==> config.mk <==
export PLATFORM = sky130hd
export DESIGN_NAME = nfc_response_frame_deframer_top_flat
export DESIGN_NICKNAME = d
export VERILOG_FILES = /design/src/rtl/core/nfc_rfd_pkg.sv /design/src/rtl/core/nfc_rfd_if.sv /design/src/rtl/core/nfc_rfd_parser.sv /design/src/rtl/core/nfc_response_frame_deframer_top.sv /design/src/flat_wrapper.sv
export VERILOG_INCLUDE_DIRS = /design/src /design/src/rtl/core
export SDC_FILE = /design/constraint.sdc
export NUM_CORES = 1
export LEC_CHECK = 0
export BUFFER_PORTS_ARGS = -buffer_cell sky130_fd_sc_hd__buf_2
export CAP_MARGIN = 20
export CORE_ASPECT_RATIO = 2
export CORE_MARGIN = 2
export CORE_UTILIZATION = 65
export CTS_CLUSTER_DIAMETER = 60
export DETAILED_ROUTE_END_ITERATION = 7
export PLACE_DENSITY = 0.84
export SYNTH_ARGS = -nofsm -noshare
export SYNTH_HDL_FRONTEND = slang
export SYNTH_SLANG_ARGS = --single-unit
==> constraint.sdc <==
create_clock -name clk -period 6.4 [get_ports clk]
set_input_delay 1.92 -clock clk [delete_from_list [all_inputs] [get_ports clk]]
set_output_delay 1.92 -clock clk [all_outputs]
set_load 0.02 [all_outputs]
==> src/rtl/core/nfc_response_frame_deframer_top_assert.svh <==
// Assertion macros for the response frame deframer.
// Needs a clock named clk and an active-low reset named rst_n in the including scope.
`ifndef NFC_RESPONSE_FRAME_DEFRAMER_TOP_ASSERT_SVH
`define NFC_RESPONSE_FRAME_DEFRAMER_TOP_ASSERT_SVH

`ifndef NO_ASSERTIONS
`define NFC_ASSERT_HOLDS(label, prop, msg) \
    label: assert property (@(posedge clk) disable iff (!rst_n) prop) else $error(msg);
`define NFC_ASSERT_NEVER(label, cond, msg) \
    label: assert property (@(posedge clk) disable iff (!rst_n) !(cond)) else $error(msg);
`else
`define NFC_ASSERT_HOLDS(label, prop, msg)
`define NFC_ASSERT_NEVER(label, cond, msg)
`endif

`endif

==> src/rtl/core/nfc_rfd_pkg.sv <==
// Shared types and constants of the response frame deframer.
// No dependencies; used by the parser and the top level.
package nfc_rfd_pkg;

    localparam logic [7:0] PREAMBLE_BYTE = 8'h00;
    localparam logic [7:0] START1_BYTE   = 8'h00;
    localparam logic [7:0] START2_BYTE   = 8'hFF;
    localparam logic [7:0] TFI_BYTE      = 8'hD5;

    localparam logic [2:0] ST_OK     = 3'd0;
    localparam logic [2:0] ST_HEADER = 3'd1;
    localparam logic [2:0] ST_LENGTH = 3'd2;
    localparam logic [2:0] ST_IDENT  = 3'd3;
    localparam logic [2:0] ST_CSUM   = 3'd4;

    typedef struct packed {
        logic [7:0] payload_byte;
        logic       payload_valid;
        logic       frame_end;
        logic [2:0] status;
        logic [7:0] payload_count;
    } result_t;

    typedef struct packed {
        logic    valid;
        result_t data;
    } parser_out_t;

endpackage

==> src/rtl/core/nfc_rfd_if.sv <==
// Handshake channel interfaces for received bytes and for results.
// Depends on nothing; one interface per channel type.
interface nfc_rfd_rx_if;
    logic       valid;
    logic       ready;
    logic [7:0] rx_byte;

    modport source (output valid, output rx_byte, input ready);
    modport sink (input valid, input rx_byte, output ready);
endinterface

interface nfc_rfd_res_if;
    logic       valid;
    logic       ready;
    logic [7:0] payload_byte;
    logic       payload_valid;
    logic       frame_end;
    logic [2:0] status;
    logic [7:0] payload_count;

    modport source (output valid, output payload_byte, output payload_valid,
                    output frame_end, output status, output payload_count, input ready);
    modport sink (input valid, input payload_byte, input payload_valid,
                  input frame_end, input status, input payload_count, output ready);
endinterface

==> src/rtl/core/nfc_rfd_parser.sv <==
// Frame parser state machine: one received byte per cycle, registered result.
// Depends on nfc_rfd_pkg.
module nfc_rfd_parser
(
    input  logic                     clk,
    input  logic                     rst_n,
    input  logic                     beat_valid,
    input  logic [7:0]               rx_byte,
    input  logic [7:0]               expected_command,
    output nfc_rfd_pkg::parser_out_t result
);

    typedef enum logic [3:0] {
        PH_PRE,
        PH_START1,
        PH_START2,
        PH_LEN,
        PH_LCS,
        PH_TFI,
        PH_CMD,
        PH_DATA,
        PH_DCS,
        PH_POST
    } phase_t;

    phase_t               phase_reg;
    phase_t               phase_next;
    logic [7:0]           frame_length_reg;
    logic [7:0]           frame_length_next;
    logic [7:0]           bytes_left_reg;
    logic [7:0]           bytes_left_next;
    logic [7:0]           running_sum_reg;
    logic [7:0]           running_sum_next;
    logic [2:0]           pending_status_reg;
    logic [2:0]           pending_status_next;
    logic                 res_valid_reg;
    logic                 res_valid_next;
    nfc_rfd_pkg::result_t res_reg;
    nfc_rfd_pkg::result_t res_next;

    logic [7:0] payload_total;
    logic [7:0] sum_with_byte;
    logic [7:0] command_reply;
    logic [7:0] length_check;

    // Payload is the length minus two, saturating at zero.
    assign payload_total = (frame_length_reg >= 8'd2) ? (frame_length_reg - 8'd2) : 8'd0;
    assign sum_with_byte = running_sum_reg + rx_byte;
    assign command_reply = expected_command + 8'd1;
    assign length_check  = frame_length_reg + rx_byte;

    always_comb
    begin
        phase_next          = phase_reg;
        frame_length_next   = frame_length_reg;
        bytes_left_next     = bytes_left_reg;
        running_sum_next    = running_sum_reg;
        pending_status_next = pending_status_reg;
        res_valid_next      = 1'b0;
        res_next            = res_reg;
        if (beat_valid)
        begin
            res_next = '0;
            case (phase_reg)
                PH_START1:
                begin
                    if (rx_byte != nfc_rfd_pkg::START1_BYTE)
                    begin
                        res_valid_next     = 1'b1;
                        res_next.frame_end = 1'b1;
                        res_next.status    = nfc_rfd_pkg::ST_HEADER;
                        phase_next         = PH_PRE;
                    end
                    else
                    begin
                        phase_next = PH_START2;
                    end
                end
                PH_START2:
                begin
                    if (rx_byte != nfc_rfd_pkg::START2_BYTE)
                    begin
                        res_valid_next     = 1'b1;
                        res_next.frame_end = 1'b1;
                        res_next.status    = nfc_rfd_pkg::ST_HEADER;
                        phase_next         = PH_PRE;
                    end
                    else
                    begin
                        phase_next = PH_LEN;
                    end
                end
                PH_LEN:
                begin
                    frame_length_next = rx_byte;
                    phase_next        = PH_LCS;
                end
                PH_LCS:
                begin
                    if (length_check != 8'd0)
                    begin
                        res_valid_next     = 1'b1;
                        res_next.frame_end = 1'b1;
                        res_next.status    = nfc_rfd_pkg::ST_LENGTH;
                        phase_next         = PH_PRE;
                    end
                    else
                    begin
                        phase_next = PH_TFI;
                    end
                end
                PH_TFI:
                begin
                    if (rx_byte != nfc_rfd_pkg::TFI_BYTE)
                    begin
                        res_valid_next     = 1'b1;
                        res_next.frame_end = 1'b1;
                        res_next.status    = nfc_rfd_pkg::ST_IDENT;
                        phase_next         = PH_PRE;
                    end
                    else
                    begin
                        running_sum_next = rx_byte;
                        phase_next       = PH_CMD;
                    end
                end
                PH_CMD:
                begin
                    if (rx_byte != command_reply)
                    begin
                        res_valid_next     = 1'b1;
                        res_next.frame_end = 1'b1;
                        res_next.status    = nfc_rfd_pkg::ST_IDENT;
                        phase_next         = PH_PRE;
                    end
                    else
                    begin
                        running_sum_next = sum_with_byte;
                        bytes_left_next  = payload_total;
                        phase_next       = (payload_total != 8'd0) ? PH_DATA : PH_DCS;
                    end
                end
                PH_DATA:
                begin
                    running_sum_next       = sum_with_byte;
                    bytes_left_next        = bytes_left_reg - 8'd1;
                    res_valid_next         = 1'b1;
                    res_next.payload_byte  = rx_byte;
                    res_next.payload_valid = 1'b1;
                    if (bytes_left_reg == 8'd1)
                    begin
                        phase_next = PH_DCS;
                    end
                end
                PH_DCS:
                begin
                    pending_status_next = (sum_with_byte == 8'd0) ? nfc_rfd_pkg::ST_OK
                                                                  : nfc_rfd_pkg::ST_CSUM;
                    phase_next          = PH_POST;
                end
                PH_POST:
                begin
                    // The postamble itself is not checked.
                    res_valid_next         = 1'b1;
                    res_next.frame_end     = 1'b1;
                    res_next.status        = pending_status_reg;
                    res_next.payload_count = payload_total;
                    phase_next             = PH_PRE;
                end
                default:
                begin
                    // Waiting for the preamble.
                    if (rx_byte != nfc_rfd_pkg::PREAMBLE_BYTE)
                    begin
                        res_valid_next     = 1'b1;
                        res_next.frame_end = 1'b1;
                        res_next.status    = nfc_rfd_pkg::ST_HEADER;
                        phase_next         = PH_PRE;
                    end
                    else
                    begin
                        phase_next = PH_START1;
                    end
                end
            endcase
        end
    end

    always_ff @(posedge clk or negedge rst_n)
    begin
        if (!rst_n)
        begin
            phase_reg          <= PH_PRE;
            frame_length_reg   <= 8'd0;
            bytes_left_reg     <= 8'd0;
            running_sum_reg    <= 8'd0;
            pending_status_reg <= nfc_rfd_pkg::ST_OK;
            res_valid_reg      <= 1'b0;
            res_reg            <= '0;
        end
        else
        begin
            phase_reg          <= phase_next;
            frame_length_reg   <= frame_length_next;
            bytes_left_reg     <= bytes_left_next;
            running_sum_reg    <= running_sum_next;
            pending_status_reg <= pending_status_next;
            res_valid_reg      <= res_valid_next;
            res_reg            <= res_next;
        end
    end

    assign result.valid = res_valid_reg;
    assign result.data  = res_reg;

endmodule

==> src/rtl/core/nfc_response_frame_deframer_top.sv <==
// Response frame deframer: takes one received byte per beat, checks the preamble, start
// codes, length check byte, frame identifier and reply command, forwards each payload byte
// as a result beat and closes every frame with one status beat carrying the payload count.
// A byte is taken in every cycle while the result queue has room: the parser state machine
// handles one byte per cycle and registers its result, which then waits in a queue of
// RESULT_DEPTH entries before it reaches res. rx.ready is registered and falls only when
// the queue, counting a result that may still be coming from the parser, could not take
// another one. With the default depth of four the block keeps one byte per cycle as long
// as the result side takes one beat per cycle. The user must write expected_command
// through cfg_we and cfg_wdata only while the block is idle; the block itself does not
// enforce this. Uses nfc_rfd_pkg, the channel interfaces and the assertion macro header.
`include "nfc_response_frame_deframer_top_assert.svh"

module nfc_response_frame_deframer_top
#(
    parameter int RESULT_DEPTH = 4
)
(
    input  logic                 clk,
    input  logic                 rst_n,
    nfc_rfd_rx_if.sink           rx,
    nfc_rfd_res_if.source        res,
    input  logic                 cfg_we,
    input  logic [7:0]           cfg_wdata
);

    localparam int PTR_W = (RESULT_DEPTH > 1) ? $clog2(RESULT_DEPTH) : 1;
    localparam int CNT_W = $clog2(RESULT_DEPTH + 1);
    localparam logic [PTR_W-1:0] LAST_PTR = PTR_W'(RESULT_DEPTH - 1);
    localparam logic [CNT_W:0]   DEPTH_W  = (CNT_W + 1)'(RESULT_DEPTH);

    logic [7:0]                 expected_command_reg;
    logic                       rx_ready_reg;
    logic                       rx_ready_next;
    logic [PTR_W-1:0]           wr_ptr_reg;
    logic [PTR_W-1:0]           rd_ptr_reg;
    logic [CNT_W-1:0]           count_reg;
    logic [CNT_W-1:0]           count_next;
    nfc_rfd_pkg::result_t       mem_reg [RESULT_DEPTH];
    nfc_rfd_pkg::parser_out_t   par_result;
    nfc_rfd_pkg::result_t       head;

    logic rx_fire;
    logic push;
    logic pop;

    assign rx_fire = rx.valid && rx_ready_reg;
    assign push    = par_result.valid;
    assign pop     = res.valid && res.ready;

    assign rx.ready = rx_ready_reg;

    always_ff @(posedge clk or negedge rst_n)
    begin
        if (!rst_n)
        begin
            expected_command_reg <= 8'd0;
        end
        else if (cfg_we)
        begin
            expected_command_reg <= cfg_wdata;
        end
    end

    nfc_rfd_parser u_parser
    (
        .clk              (clk),
        .rst_n            (rst_n),
        .beat_valid       (rx_fire),
        .rx_byte          (rx.rx_byte),
        .expected_command (expected_command_reg),
        .result           (par_result)
    );

    // Result queue. A byte accepted now can add at most one result next cycle, so the
    // ready decision reserves a slot for it.
    always_comb
    begin
        count_next = count_reg;
        if (push && !pop)
        begin
            count_next = count_reg + CNT_W'(1);
        end
        else if (pop && !push)
        begin
            count_next = count_reg - CNT_W'(1);
        end
        rx_ready_next = (({1'b0, count_next} + (CNT_W + 1)'(rx_fire)) < DEPTH_W);
    end

    always_ff @(posedge clk or negedge rst_n)
    begin
        if (!rst_n)
        begin
            wr_ptr_reg   <= '0;
            rd_ptr_reg   <= '0;
            count_reg    <= '0;
            rx_ready_reg <= 1'b0;
        end
        else
        begin
            count_reg    <= count_next;
            rx_ready_reg <= rx_ready_next;
            if (push)
            begin
                wr_ptr_reg <= (wr_ptr_reg == LAST_PTR) ? '0 : (wr_ptr_reg + PTR_W'(1));
            end
            if (pop)
            begin
                rd_ptr_reg <= (rd_ptr_reg == LAST_PTR) ? '0 : (rd_ptr_reg + PTR_W'(1));
            end
        end
    end

    always_ff @(posedge clk)
    begin
        if (push)
        begin
            mem_reg[wr_ptr_reg] <= par_result.data;
        end
    end

    assign head              = mem_reg[rd_ptr_reg];
    assign res.valid         = (count_reg != '0);
    assign res.payload_byte  = head.payload_byte;
    assign res.payload_valid = head.payload_valid;
    assign res.frame_end     = head.frame_end;
    assign res.status        = head.status;
    assign res.payload_count = head.payload_count;

    // A parser result only follows a byte accepted in the cycle before.
    `NFC_ASSERT_HOLDS(a_result_follows_beat, par_result.valid |-> $past(rx_fire), "parser result without a beat")
    // The queue never overflows: a result never arrives when no slot is left.
    `NFC_ASSERT_NEVER(a_no_overflow, push && !pop && ({1'b0, count_reg} == DEPTH_W), "result queue overflow")
    // A beat is either a payload byte or a frame end, never both.
    `NFC_ASSERT_NEVER(a_beat_kind, res.valid && res.payload_valid && res.frame_end, "payload beat marked as frame end")
    // Ready is withdrawn whenever the queue has been filled to the brim.
    `NFC_ASSERT_HOLDS(a_full_not_ready, ({1'b0, count_reg} == DEPTH_W) |-> !rx_ready_reg, "ready while queue full")

endmodule
==> src/flat_wrapper.sv <==
// flat-port wrapper written by rule: the top's interface ports become plain ports
module nfc_response_frame_deframer_top_flat 
#(
    parameter int RESULT_DEPTH = 4
)
  (clk, rst_n, cfg_we, cfg_wdata, rx_valid, rx_rx_byte, rx_ready, res_valid, res_payload_byte, res_payload_valid, res_frame_end, res_status, res_payload_count, res_ready);
  nfc_rfd_rx_if rx_i ();
  nfc_rfd_res_if res_i ();
  input  logic clk;
  input  logic rst_n;
  input  logic cfg_we;
  input  logic [7:0] cfg_wdata;
  input wire logic [$bits(rx_i.valid)-1:0] rx_valid;
  input wire logic [$bits(rx_i.rx_byte)-1:0] rx_rx_byte;
  output wire logic [$bits(rx_i.ready)-1:0] rx_ready;
  output wire logic [$bits(res_i.valid)-1:0] res_valid;
  output wire logic [$bits(res_i.payload_byte)-1:0] res_payload_byte;
  output wire logic [$bits(res_i.payload_valid)-1:0] res_payload_valid;
  output wire logic [$bits(res_i.frame_end)-1:0] res_frame_end;
  output wire logic [$bits(res_i.status)-1:0] res_status;
  output wire logic [$bits(res_i.payload_count)-1:0] res_payload_count;
  input wire logic [$bits(res_i.ready)-1:0] res_ready;
  assign rx_i.valid = rx_valid;
  assign rx_i.rx_byte = rx_rx_byte;
  assign rx_ready = rx_i.ready;
  assign res_valid = res_i.valid;
  assign res_payload_byte = res_i.payload_byte;
  assign res_payload_valid = res_i.payload_valid;
  assign res_frame_end = res_i.frame_end;
  assign res_status = res_i.status;
  assign res_payload_count = res_i.payload_count;
  assign res_i.ready = res_ready;
  nfc_response_frame_deframer_top #(.RESULT_DEPTH(RESULT_DEPTH)) u_core (.clk(clk), .rst_n(rst_n), .rx(rx_i), .res(res_i), .cfg_we(cfg_we), .cfg_wdata(cfg_wdata));
endmodule
# Word-level counts from Yosys, hierarchy flattened
# Memories as Yosys holds them, arrays and structs flattened.
# Index checks and enable logic that the tools add are counted.
# op_classes
mul	0
n_addsub	10
n_eq_ne	18
n_reduce_logical	21
order_cmp	2
n_bitwise	0
muxes	37
shift	0
n_div	0
# ops
operator	count
8-bit two-way mux	5
4-bit one-hot mux with 9 select lines	1
4-bit two-way mux	8
4-bit one-hot mux with 6 select lines	1
8-bit one-hot mux with 3 select lines	1
8-bit nonzero test	3
8-bit adder	2
4-bit by 3-bit == test with 1-bit output, second input constant	4
8-bit != test, second input constant	2
8-bit one-hot mux with 2 select lines	1
3-bit two-way mux	5
1-bit two-way mux	9
9-bit two-way mux	1
8-bit by 1-bit adder with 8-bit output, second input constant	1
4-bit by 2-bit == test with 1-bit output, second input constant	2
4-bit == test, second input constant	2
8-bit by 1-bit == test with 1-bit output, second input constant	1
8-bit by 2-bit greater-or-equal comparator with 1-bit output, second input constant	1
8-bit logical NOT	1
2-bit two-way mux	4
8-bit != test	1
8-bit by 1-bit subtractor with 8-bit output, second input constant	1
8-bit by 2-bit subtractor with 8-bit output, second input constant	1
2-bit != test, second input constant	3
17 further kinds	27
# totals
input_bits	21
ram_bits	84
wordCells	105
ff_bits	69
memories	1
output_inout_bits	23
rom_bits	0
latchBits	0
# memory_table
memory	words	width	read_ports	rd_ports_with_merged_regs	wr	line	text
u_core.mem_reg	4	21	1	0	1	nfc_response_frame_deframer_top.sv:39	nfc_rfd_pkg::result_t mem_reg [RESULT_DEPTH];

# Longest topological paths before layout
# Gate-level depths: netlist of run 1.
# depth
word_depth	7
mapped_depth	10
depth_no_buf	10

# Modules after synthesis
# Synthesis of run 1 repeated with hierarchy kept, for this count alone.
# hier_totals
cells_unflattened	595
area_unflattened_um2	7576.0
# by_module_without_submodules
mod	area_per_inst_um2	instances	seq_area_each_um2	cells_each
nfc_response_frame_deframer_top	3883.7	1	2922.8	181
nfc_rfd_parser	3692.3	1	1276.2	414

# Least setup slack after synthesis of run 1
# Ideal clock, no wire load.
# synth_path
path_kind	input to register
startpoint	input port rx_rx_byte[7]
endpoint	register u_core.u_parser.running_sum_reg[0]
setup_time_ns	0.125
path_buffers	2
t_arrival_ns	3.702
cell_stages	8
required_ns	6.275
slack_ns	2.573
cell_sequence	clkbuf_1 xor2_1 xnor2_1 and4_4 a21boi_2 or4_4 buf_6 mux2_4
# synth_via
elab_chain_cells	3
elab_cells_between_ends	5
cone_classes	eq/ne: 4; reduce/logical: 1
# synth_rtl
item	line	text
from (decl)	flat_wrapper.sv:14	input wire logic [$bits(rx_i.rx_byte)-1:0] rx_rx_byte;
8-bit != test (on tied branches)	nfc_rfd_parser.sv:114, nfc_rfd_parser.sv:129	
2-bit != test (no line)	n/a	
4-bit AND reduction (no line) (*)	n/a	
to (signal assigned)	nfc_rfd_parser.sv:206	running_sum_reg <= running_sum_next;
to (decl)	nfc_rfd_parser.sv:32	logic [7:0] running_sum_reg;
# Mark *: on every way between the ends. The rest lies on a longest branch, timed or not.
# A chain may end at the register's enable or synchronous reset.

# Final worst setup path of run 1
# layout_path
startpoint	register u_core.rd_ptr_reg[1]
endpoint	output port res_payload_byte[1]
# layout_via
elab_chain_cells	1
# layout_rtl
item	line	text
from (decl)	nfc_response_frame_deframer_top.sv:36	logic [PTR_W-1:0] rd_ptr_reg;
from (signal assigned)	nfc_response_frame_deframer_top.sv:110	rd_ptr_reg <= (rd_ptr_reg == LAST_PTR) ? '0 : (rd_ptr_reg + PTR_W'(1));
memory 4 x 21 bit	n/a	
to (decl)	flat_wrapper.sv:17	output wire logic [$bits(res_i.payload_byte)-1:0] res_payload_byte;
# No other way between the ends.

==> results of run 1 <==
[stage by stage]
step	area, sq um	worst slack [ns]	hold slack (ns)
after floorplan	7420	2.57	0.457
after global placement	7730	2.39	0.473
after detailed placement	7730	2.33	0.502
after CTS	8300	2.43	0.513
after global routing	8300	2.36	0.539
final	8300	2.44	0.516
[power by group through the flow]
stage | sequential [mW] | clock (mW) | combinational [mW]
floorplan | 1.41 | 0 | 1.20
CTS | 1.56 | 0.954 | 1.48
detailed placement | 1.57 | 0 | 1.45
finish | 1.57 | 0.953 | 1.49
global route | 1.59 | 0.993 | 1.63
global placement | 1.54 | 0 | 1.40
[placed cells by master, fill, tap and decap left out, types with 16 or more instances in the layout]
master     Yosys  layout
mux2_2        16      16
nor3_1        16      16
ha_1          26      26
clkbuf_16      0      17
o21ai_0       42      42
edfxtp_1      84      84
a21oi_1       24      24
dfrtp_1       67      67
inv_1         25      25
nor2_1        28      28
buf_2          1      43
mux4_2        21      21
nand2_1       64      64
[final cells by class]
type / count / share of cell area, %
Sequential cell: 151 / 50.6
Clock inverter: 14 / 1.63
Tap cell: 142 / 2.14
Timing Repair Buffer: 47 / 2.95
Inverter: 25 / 1.13
Clock buffer: 18 / 5.29
Multi-Input combinational cell: 397 / 36.3
[logic make-up after synthesis]
kind of cell               Yosys count  share of synthesized area (%)
adders and majority gates           30                           5.19
AOI/OAI and AO/OA                  126                           10.6
xor gates and xnor gates            24                           2.83
and+or+nand+nor                    168                           11.1
muxes                               49                           10.8
buffers and inverters               55                           2.90
DFF                                151                           56.6
[per-layer routing]
| layer | vias to the layer above | GRT usage (%) | wire length [um] |
|---|---|---|---|
| met3 | 77 | 5.45 | 807 |
| met2 | 246 | 53.1 | 9560 |
| li1 | 2318 | - | - |
| met1 | 2532 | 31.1 | 5760 |
| met5 | - | 0 | 0 |
| met4 | 0 | 16.9 | 990 |
[worst paths after layout]
kind	slack [ns]	cells past startpoint	endpoint	start
setup reg to reg	3.23	9	u_core.u_parser.phase_reg[1]	u_core.u_parser.frame_length_reg[1]
min in group asynchronous	1.38	1	u_core.u_parser.bytes_left_reg[3]	rst_n
hold reg to reg	0.52	1	u_core.count_reg[2]	u_core.count_reg[2]
setup / recovery	2.44	2	res_payload_byte[1]	u_core.rd_ptr_reg[1]
hold / removal	0.52	1	u_core.count_reg[2]	u_core.count_reg[2]
max in group asynchronous	4.00	2	u_core.u_parser.running_sum_reg[0]	rst_n
[critical path: cells and delay by family (launching register included)]
family	cells	cell delay, ns
buffers and inverters	1	0.18
multiplexers	1	0.43
flip-flops	1	0.99
==> results.ini, run 1 <==
[outcome]
status = completed

[logic_synthesis]
yosys.area.top_type_share_pct = 34.0
yosysUniqueCellTypes = 62
synth.most_common_cell = edfxtp_1
syn_inst = 603
syn_nets = 652
ys_warn_count = 0
yosysSeqAreaShare_pct = 56.6
async_flop_share_pct = 44.4
ys_ff_latch = 151
synth_common_cells = edfxtp_1 (84), dfrtp_1 (67), nand2_1 (64), o21ai_0 (42), nor2_1 (28)
syn_area_sq_um = 7420
synth_flop_cell = edfxtp_1
synth.top_cells.by_area = edfxtp_1 (34%), dfrtp_1 (23%), mux4_2 (6.4%), ha_1 (4.4%), nand2_1 (3.2%)
synth_edf_count = 84
avgSynthCellArea_sq_um = 12.3
yosysTopAreaCell = edfxtp_1

[drt]
final_antenna_net_count = 0
post_drt_via_cell_ratio = 6.52
wl_per_cell_um = 21.6
vias = 5173
drc = 0
drtPass1Iterations = 5
drt_wl_total_um = 17100
drtIter0Drc = 490

[clock_network]
cts_tree = yes
numCtsBuffers = 17
clock-root-buffer = clkbuf_16
clkSinkCount = 151
postCtsHoldBufs = 0
cts_resized = 0
cts_max_level = 4
clk_latency_ns = 0.42
cts_setup_buffers = 0
clk_path_buf_depth = 2
clkSlewWorstSetupHoldPaths_ns = 0.06

[floorplan]
fp.dieW_um = 79.6
die_area_sq_um = 12300
num_rows = 55
io_pins = 44
start_util_pct = 66.2
die_h_um = 155
coreArea_sq_um = 11200

[finish]
diodes = 0
nFillCells = 688
seqCellArea_sq_um = 4200
fin_util_pct = 74.0
syn2layout_area_growth_pct = 11.8
multi_input_area_sq_um = 3010
finalNetCount = 688
largest_reg_flops = 84
drive_gt1_share_pct = 20.1
finalNonFillerCells = 794

[global_routing]
grt_pass1_wl_um = 27100
track_usage_pct = 29.4
antenna_found_initial = 0
grt_pass1_vias = 5295
grt_start_max_net_pins = 55
gr-total-overflow = 0

[critical_path]
cp_cell_sequence = mux4_2 -> buf_2
slowest_delay_ns = 0.99
setup.worst_path.end_class = output pin
crit_fanout = 23
path_class = reg -> out
critPathRequiredTime_ns = 4.48
startpoint_type = register
worst_path_max_delay_cell = dfrtp_1
arrival_ns = 2.04

[power]
pwr-share-clk_pct = 23.8
power_density_nw_per_um2 = 483
power.internal_mw = 2.44
pwr-share-seq_pct = 39.1
leakage_nw = 3.35
switching_share_pct = 39.1
switchingPower_mw = 1.57
p_total_mw = 4.01
vdd_ir_drop_max_v = 0.000273
comb_power_share_pct = 37.1

[sta]
max_freq_mhz = 252
final-hold-violation-count = 0
slew-limit-headroom_pct = 25.8
finalCritPeriodShare_pct = 61.9
worst_pin_slew_ns = 1.11
rsz0062_at_grt = false
final_max_slew_viol_count = 0
setup_tns_ns = 0
finClkSkew_ns = 0.00930
period_needed_ns = 3.96
finalSetupViolCount = 0

[run]
cap_violations = 0

[placed_design]
dp_hpwl_um = 11800
place_inst = 762
finalWeightedCongestion = 0.912
portBuffers = 43

[hold_path]
hold_class = reg -> reg

(Power assumes the default switching activity.)
==> run 2, diff against run 1 <==
CORE_UTILIZATION = 61   (was 65)
PLACE_DENSITY = 0.8   (was 0.84)
clock period = 4.02 ns   (was 6.4 ns; I/O delays follow)
==> results.ini, run 2 (synthesis results as in run 1) <==
[global_routing]
track_usage_pct = 27.4
gr-total-overflow = 0
grt_start_max_net_pins = 68
grt_pass1_wl_um = 26700
antenna_found_initial = 0
grt_pass1_vias = 5189

[clock_network]
clock-root-buffer = clkbuf_16
clk_path_buf_depth = 2
numCtsBuffers = 17
clkSinkCount = 151
clkSlewWorstSetupHoldPaths_ns = 0.06
postCtsHoldBufs = 0
cts_resized = 0
cts_tree = yes
clk_latency_ns = 0.42
cts_setup_buffers = 0
cts_max_level = 4

[placed_design]
portBuffers = 43
dp_slack_ns = 0.675
place_inst = 769
finalWeightedCongestion = 0.927
dp_hpwl_um = 11000

[critical_path]
path_class = reg -> out
critPathRequiredTime_ns = 2.81
startpoint_type = register
crit_fanout = 24
setup.worst_path.end_class = output pin
arrival_ns = 1.94

[finish]
finalNetCount = 692
final_cell_mix = edfxtp_1 (84), dfrtp_1 (67), nand2_1 (64), buf_2 (43), o21ai_0 (42)
drive_gt1_share_pct = 20.4
largest_reg_flops = 84
final_common_cell = edfxtp_1
multi_input_area_sq_um = 3010
diodes = 0
syn2layout_area_growth_pct = 12.7
finalNonFillerCells = 803
seqCellArea_sq_um = 4200
nFillCells = 830

[run]
cap_violations = 0

[drt]
drtPass1Iterations = 7
wl_per_cell_um = 20.6
final_antenna_net_count = 0
vias = 5036
drc = 0
post_drt_via_cell_ratio = 6.27
drt_wl_total_um = 16600
drtIter0Drc = 516

[sta]
final_max_slew_viol_count = 0
worst_pin_slew_ns = 1.07
finalCritPeriodShare_pct = 78.2
finalSetupViolCount = 0
rsz0062_at_grt = false
max_freq_mhz = 318
final-hold-violation-count = 0
finClkSkew_ns = 0.00986
slew-limit-headroom_pct = 28.4
fin_ws_ns = 0.876
setup_tns_ns = 0
period_needed_ns = 3.14

[floorplan]
io_pins = 44
coreArea_sq_um = 12000
die_area_sq_um = 13100
start_util_pct = 62.0
fp.dieW_um = 82.0
die_h_um = 160
num_rows = 57

[hold_path]
hold_class = reg -> reg

[power]
power_density_nw_per_um2 = 759
leakage_nw = 3.38
vdd_ir_drop_max_v = 0.000522

[outcome]
status = completed

## run 2: cell types whose count changed in the layout (fill, tap and decap cells not counted), sizes merged
cell,delta
buf,+4
inv,+3
clkinv,-2
clkbuf,-1
## run 2: cell type report
cell class                 count  share of cell area [%]
sequential                   151                    50.2
multi-input combinational    397                    36.0
clock buffer                  17                    5.09
timing repair buffer          51                    3.77
tap                          147                    2.20
clock inverter                15                    1.65
inverter                      25                    1.12
## run 2: layer usage
layer  up-vias  share of wire (%)  track usage, %  routed length (um)
met3        47                4.7            5.37                 781
met1      2474                 38            34.2                6340
met4         0                3.6            13.7                 593
met5         -                  0               0                   0
li1       2324                  -               -                   -
met2       191                 53            44.6                8850
## run 2: where the power goes
group / switching (mW) / internal [mW]
combinational: 1.36 / 1.03
sequential: 0.404 / 2.05
clock: 0.685 / 0.818
total: 2.45 / 3.89
## run 2: final timing paths
| kind | startpoint | slack (ns) | end | cells after the start |
|---|---|---|---|---|
| setup / recovery | u_core.rd_ptr_reg[0] | 0.88 | res_status[2] | 3 |
| hold / removal | u_core.count_reg[2] | 0.50 | u_core.count_reg[2] | 1 |
| setup reg to reg | u_core.u_parser.frame_length_reg[1] | 1.10 | u_core.u_parser.phase_reg[2] | 9 |
| hold reg to reg | u_core.count_reg[2] | 0.50 | u_core.count_reg[2] | 1 |
| max in group asynchronous | rst_n | 2.46 | u_core.u_parser.result[20] | 2 |
| min in group asynchronous | rst_n | 0.99 | u_core.expected_command_reg[2] | 2 |
## run 2: critical path, cell delays in order, from the launching register on
cell and delay [ns]:
dfrtp_1 0.34, buf_4 0.39, mux4_2 0.60, buf_2 0.18
## run 2: through the flow
step	instance area (sq um)	power (mW)	hold WS, ns	util [%]
6_report	8370	6.35	0.498	69.8
5_1_grt	8370	6.71	0.515	69.8
4_1_cts	8310	6.34	0.498	69.4
3_5_place_dp	7750	4.81	0.493	64.7
3_3_place_gp	7750	4.71	0.475	64.7
2_1_floorplan	7420	4.16	0.457	-
==> run 3, diff against run 2 <==
clock period = 2.9 ns   (was 4.02 ns; I/O delays follow)
==> results.ini, run 3 (synthesis results as in run 1) <==
[critical_path]
critPathRequiredTime_ns = 2.03
crit_fanout = 24
slowest_delay_ns = 0.57
cp_cell_sequence = buf_12 -> mux4_2 -> buf_2
arrival_ns = 1.82
startpoint_type = register
setup.worst_path.end_class = output pin
path_buf_inv = 2
path_class = reg -> out
critPathTopFamily = multiplexers
worst_path_max_delay_cell = mux4_2

[clock_network]
clk_path_buf_depth = 2
cts_resized = 0
cts_max_level = 4
clock-root-buffer = clkbuf_16
clkSlewWorstSetupHoldPaths_ns = 0.07
numCtsBuffers = 17
cts_setup_buffers = 0
postCtsHoldBufs = 0
clkSinkCount = 151
clk_latency_ns = 0.42
cts_tree = yes

[global_routing]
grt_start_max_net_pins = 68
track_usage_pct = 30.0
grt_pass1_wl_um = 28800
grt_pass1_vias = 5422
antenna_found_initial = 0
gr-total-overflow = 0

[floorplan]
io_pins = 44
start_util_pct = 62.0
coreArea_sq_um = 12000
num_rows = 57
die_area_sq_um = 13100
fp.dieW_um = 82.0
die_h_um = 160

[drt]
drc = 0
final_antenna_net_count = 0
wl_per_cell_um = 21.4
post_drt_via_cell_ratio = 6.30
drtPass1Iterations = 5
vias = 5272
drt_wl_total_um = 17900
drtIter0Drc = 433

[finish]
final_common_cell = edfxtp_1
nFillCells = 808
drive_gt1_share_pct = 24.5
diodes = 0
finalNetCount = 726
largest_reg_flops = 84
postLayoutCellArea_sq_um = 8650
final_cell_mix = edfxtp_1 (84), dfrtp_1 (67), nand2_1 (64), buf_2 (43), o21ai_0 (42)
syn2layout_area_growth_pct = 16.5

[run]
cap_violations = 0

[sta]
finalCritPeriodShare_pct = 92.7
finalSetupViolCount = 0
period_needed_ns = 2.69
final-hold-violation-count = 0
final_max_slew_viol_count = 0
worst_pin_slew_ns = 0.565
slew-limit-headroom_pct = 62.0
finClkSkew_ns = 0.0131
rsz0062_at_grt = false
max_freq_mhz = 372

[power]
leakage_nw = 3.57
vdd_ir_drop_max_v = 0.000753
p_total_mw = 9.22
power_density_nw_per_um2 = 1070

[outcome]
status = completed

[placed_design]
placed_area_sq_um = 8040
finalWeightedCongestion = 0.985
portBuffers = 43
dp_hpwl_um = 12100

[hold_path]
hold_class = in -> async

run 3: final timing paths:
check	startpoint	to	slack (ns)	cells after the start
max	u_core.rd_ptr_reg[0]	res_payload_byte[1]	0.21	3
min	rst_n	u_core.expected_command_reg[5]	0.45	2
max reg2reg	u_core.u_parser.frame_length_reg[1]	u_core.u_parser.phase_reg[1]	0.29	9
min reg2reg	u_core.count_reg[2]	u_core.count_reg[2]	0.51	1
max in group asynchronous	rst_n	u_core.u_parser.result[14]	2.13	2
min in group clk	u_core.count_reg[2]	u_core.count_reg[2]	0.51	1
run 3: area by class of cell:
cell class	instances	area, sq um	share of cell area [%]
flip-flops and latches	151	4200	48.5
multi-input cells	397	3010	34.8
repair buffers	85	556	6.42
inverters	25	93.8	1.08
clock inverters	15	184	2.13
clock buffers	17	425	4.92
well taps	147	184	2.13
run 3: metal layers:
metal	GRT usage [%]	up-vias	routed length, um
li1	-	2391	-
met1	36.6	2601	6620
met2	48.5	206	9410
met3	5.42	74	802
met4	18.0	0	1070
met5	0	-	0
run 3: stage by stage:
stage / setup TNS (ns) / utilization, % / std cells / hold slack, ns / setup slack [ns]
final: 0 / 72.2 / 837 / 0.446 / 0.212
after global routing: 0 / 72.2 / 837 / 0.483 / 0.0243
after CTS: 0 / 72.2 / 837 / 0.473 / 0.200
after detailed placement: -0.298 / 67.1 / 805 / 0.500 / -0.122
after global placement: -0.103 / 67.1 / 805 / 0.479 / -0.0528
after floorplan: 0 / - / 603 / 0.457 / 0.123
run 3: where the power goes:
group / switching [mW] / internal (mW)
combinational: 2.07 / 1.57
sequential: 0.486 / 2.84
clock: 0.955 / 1.30
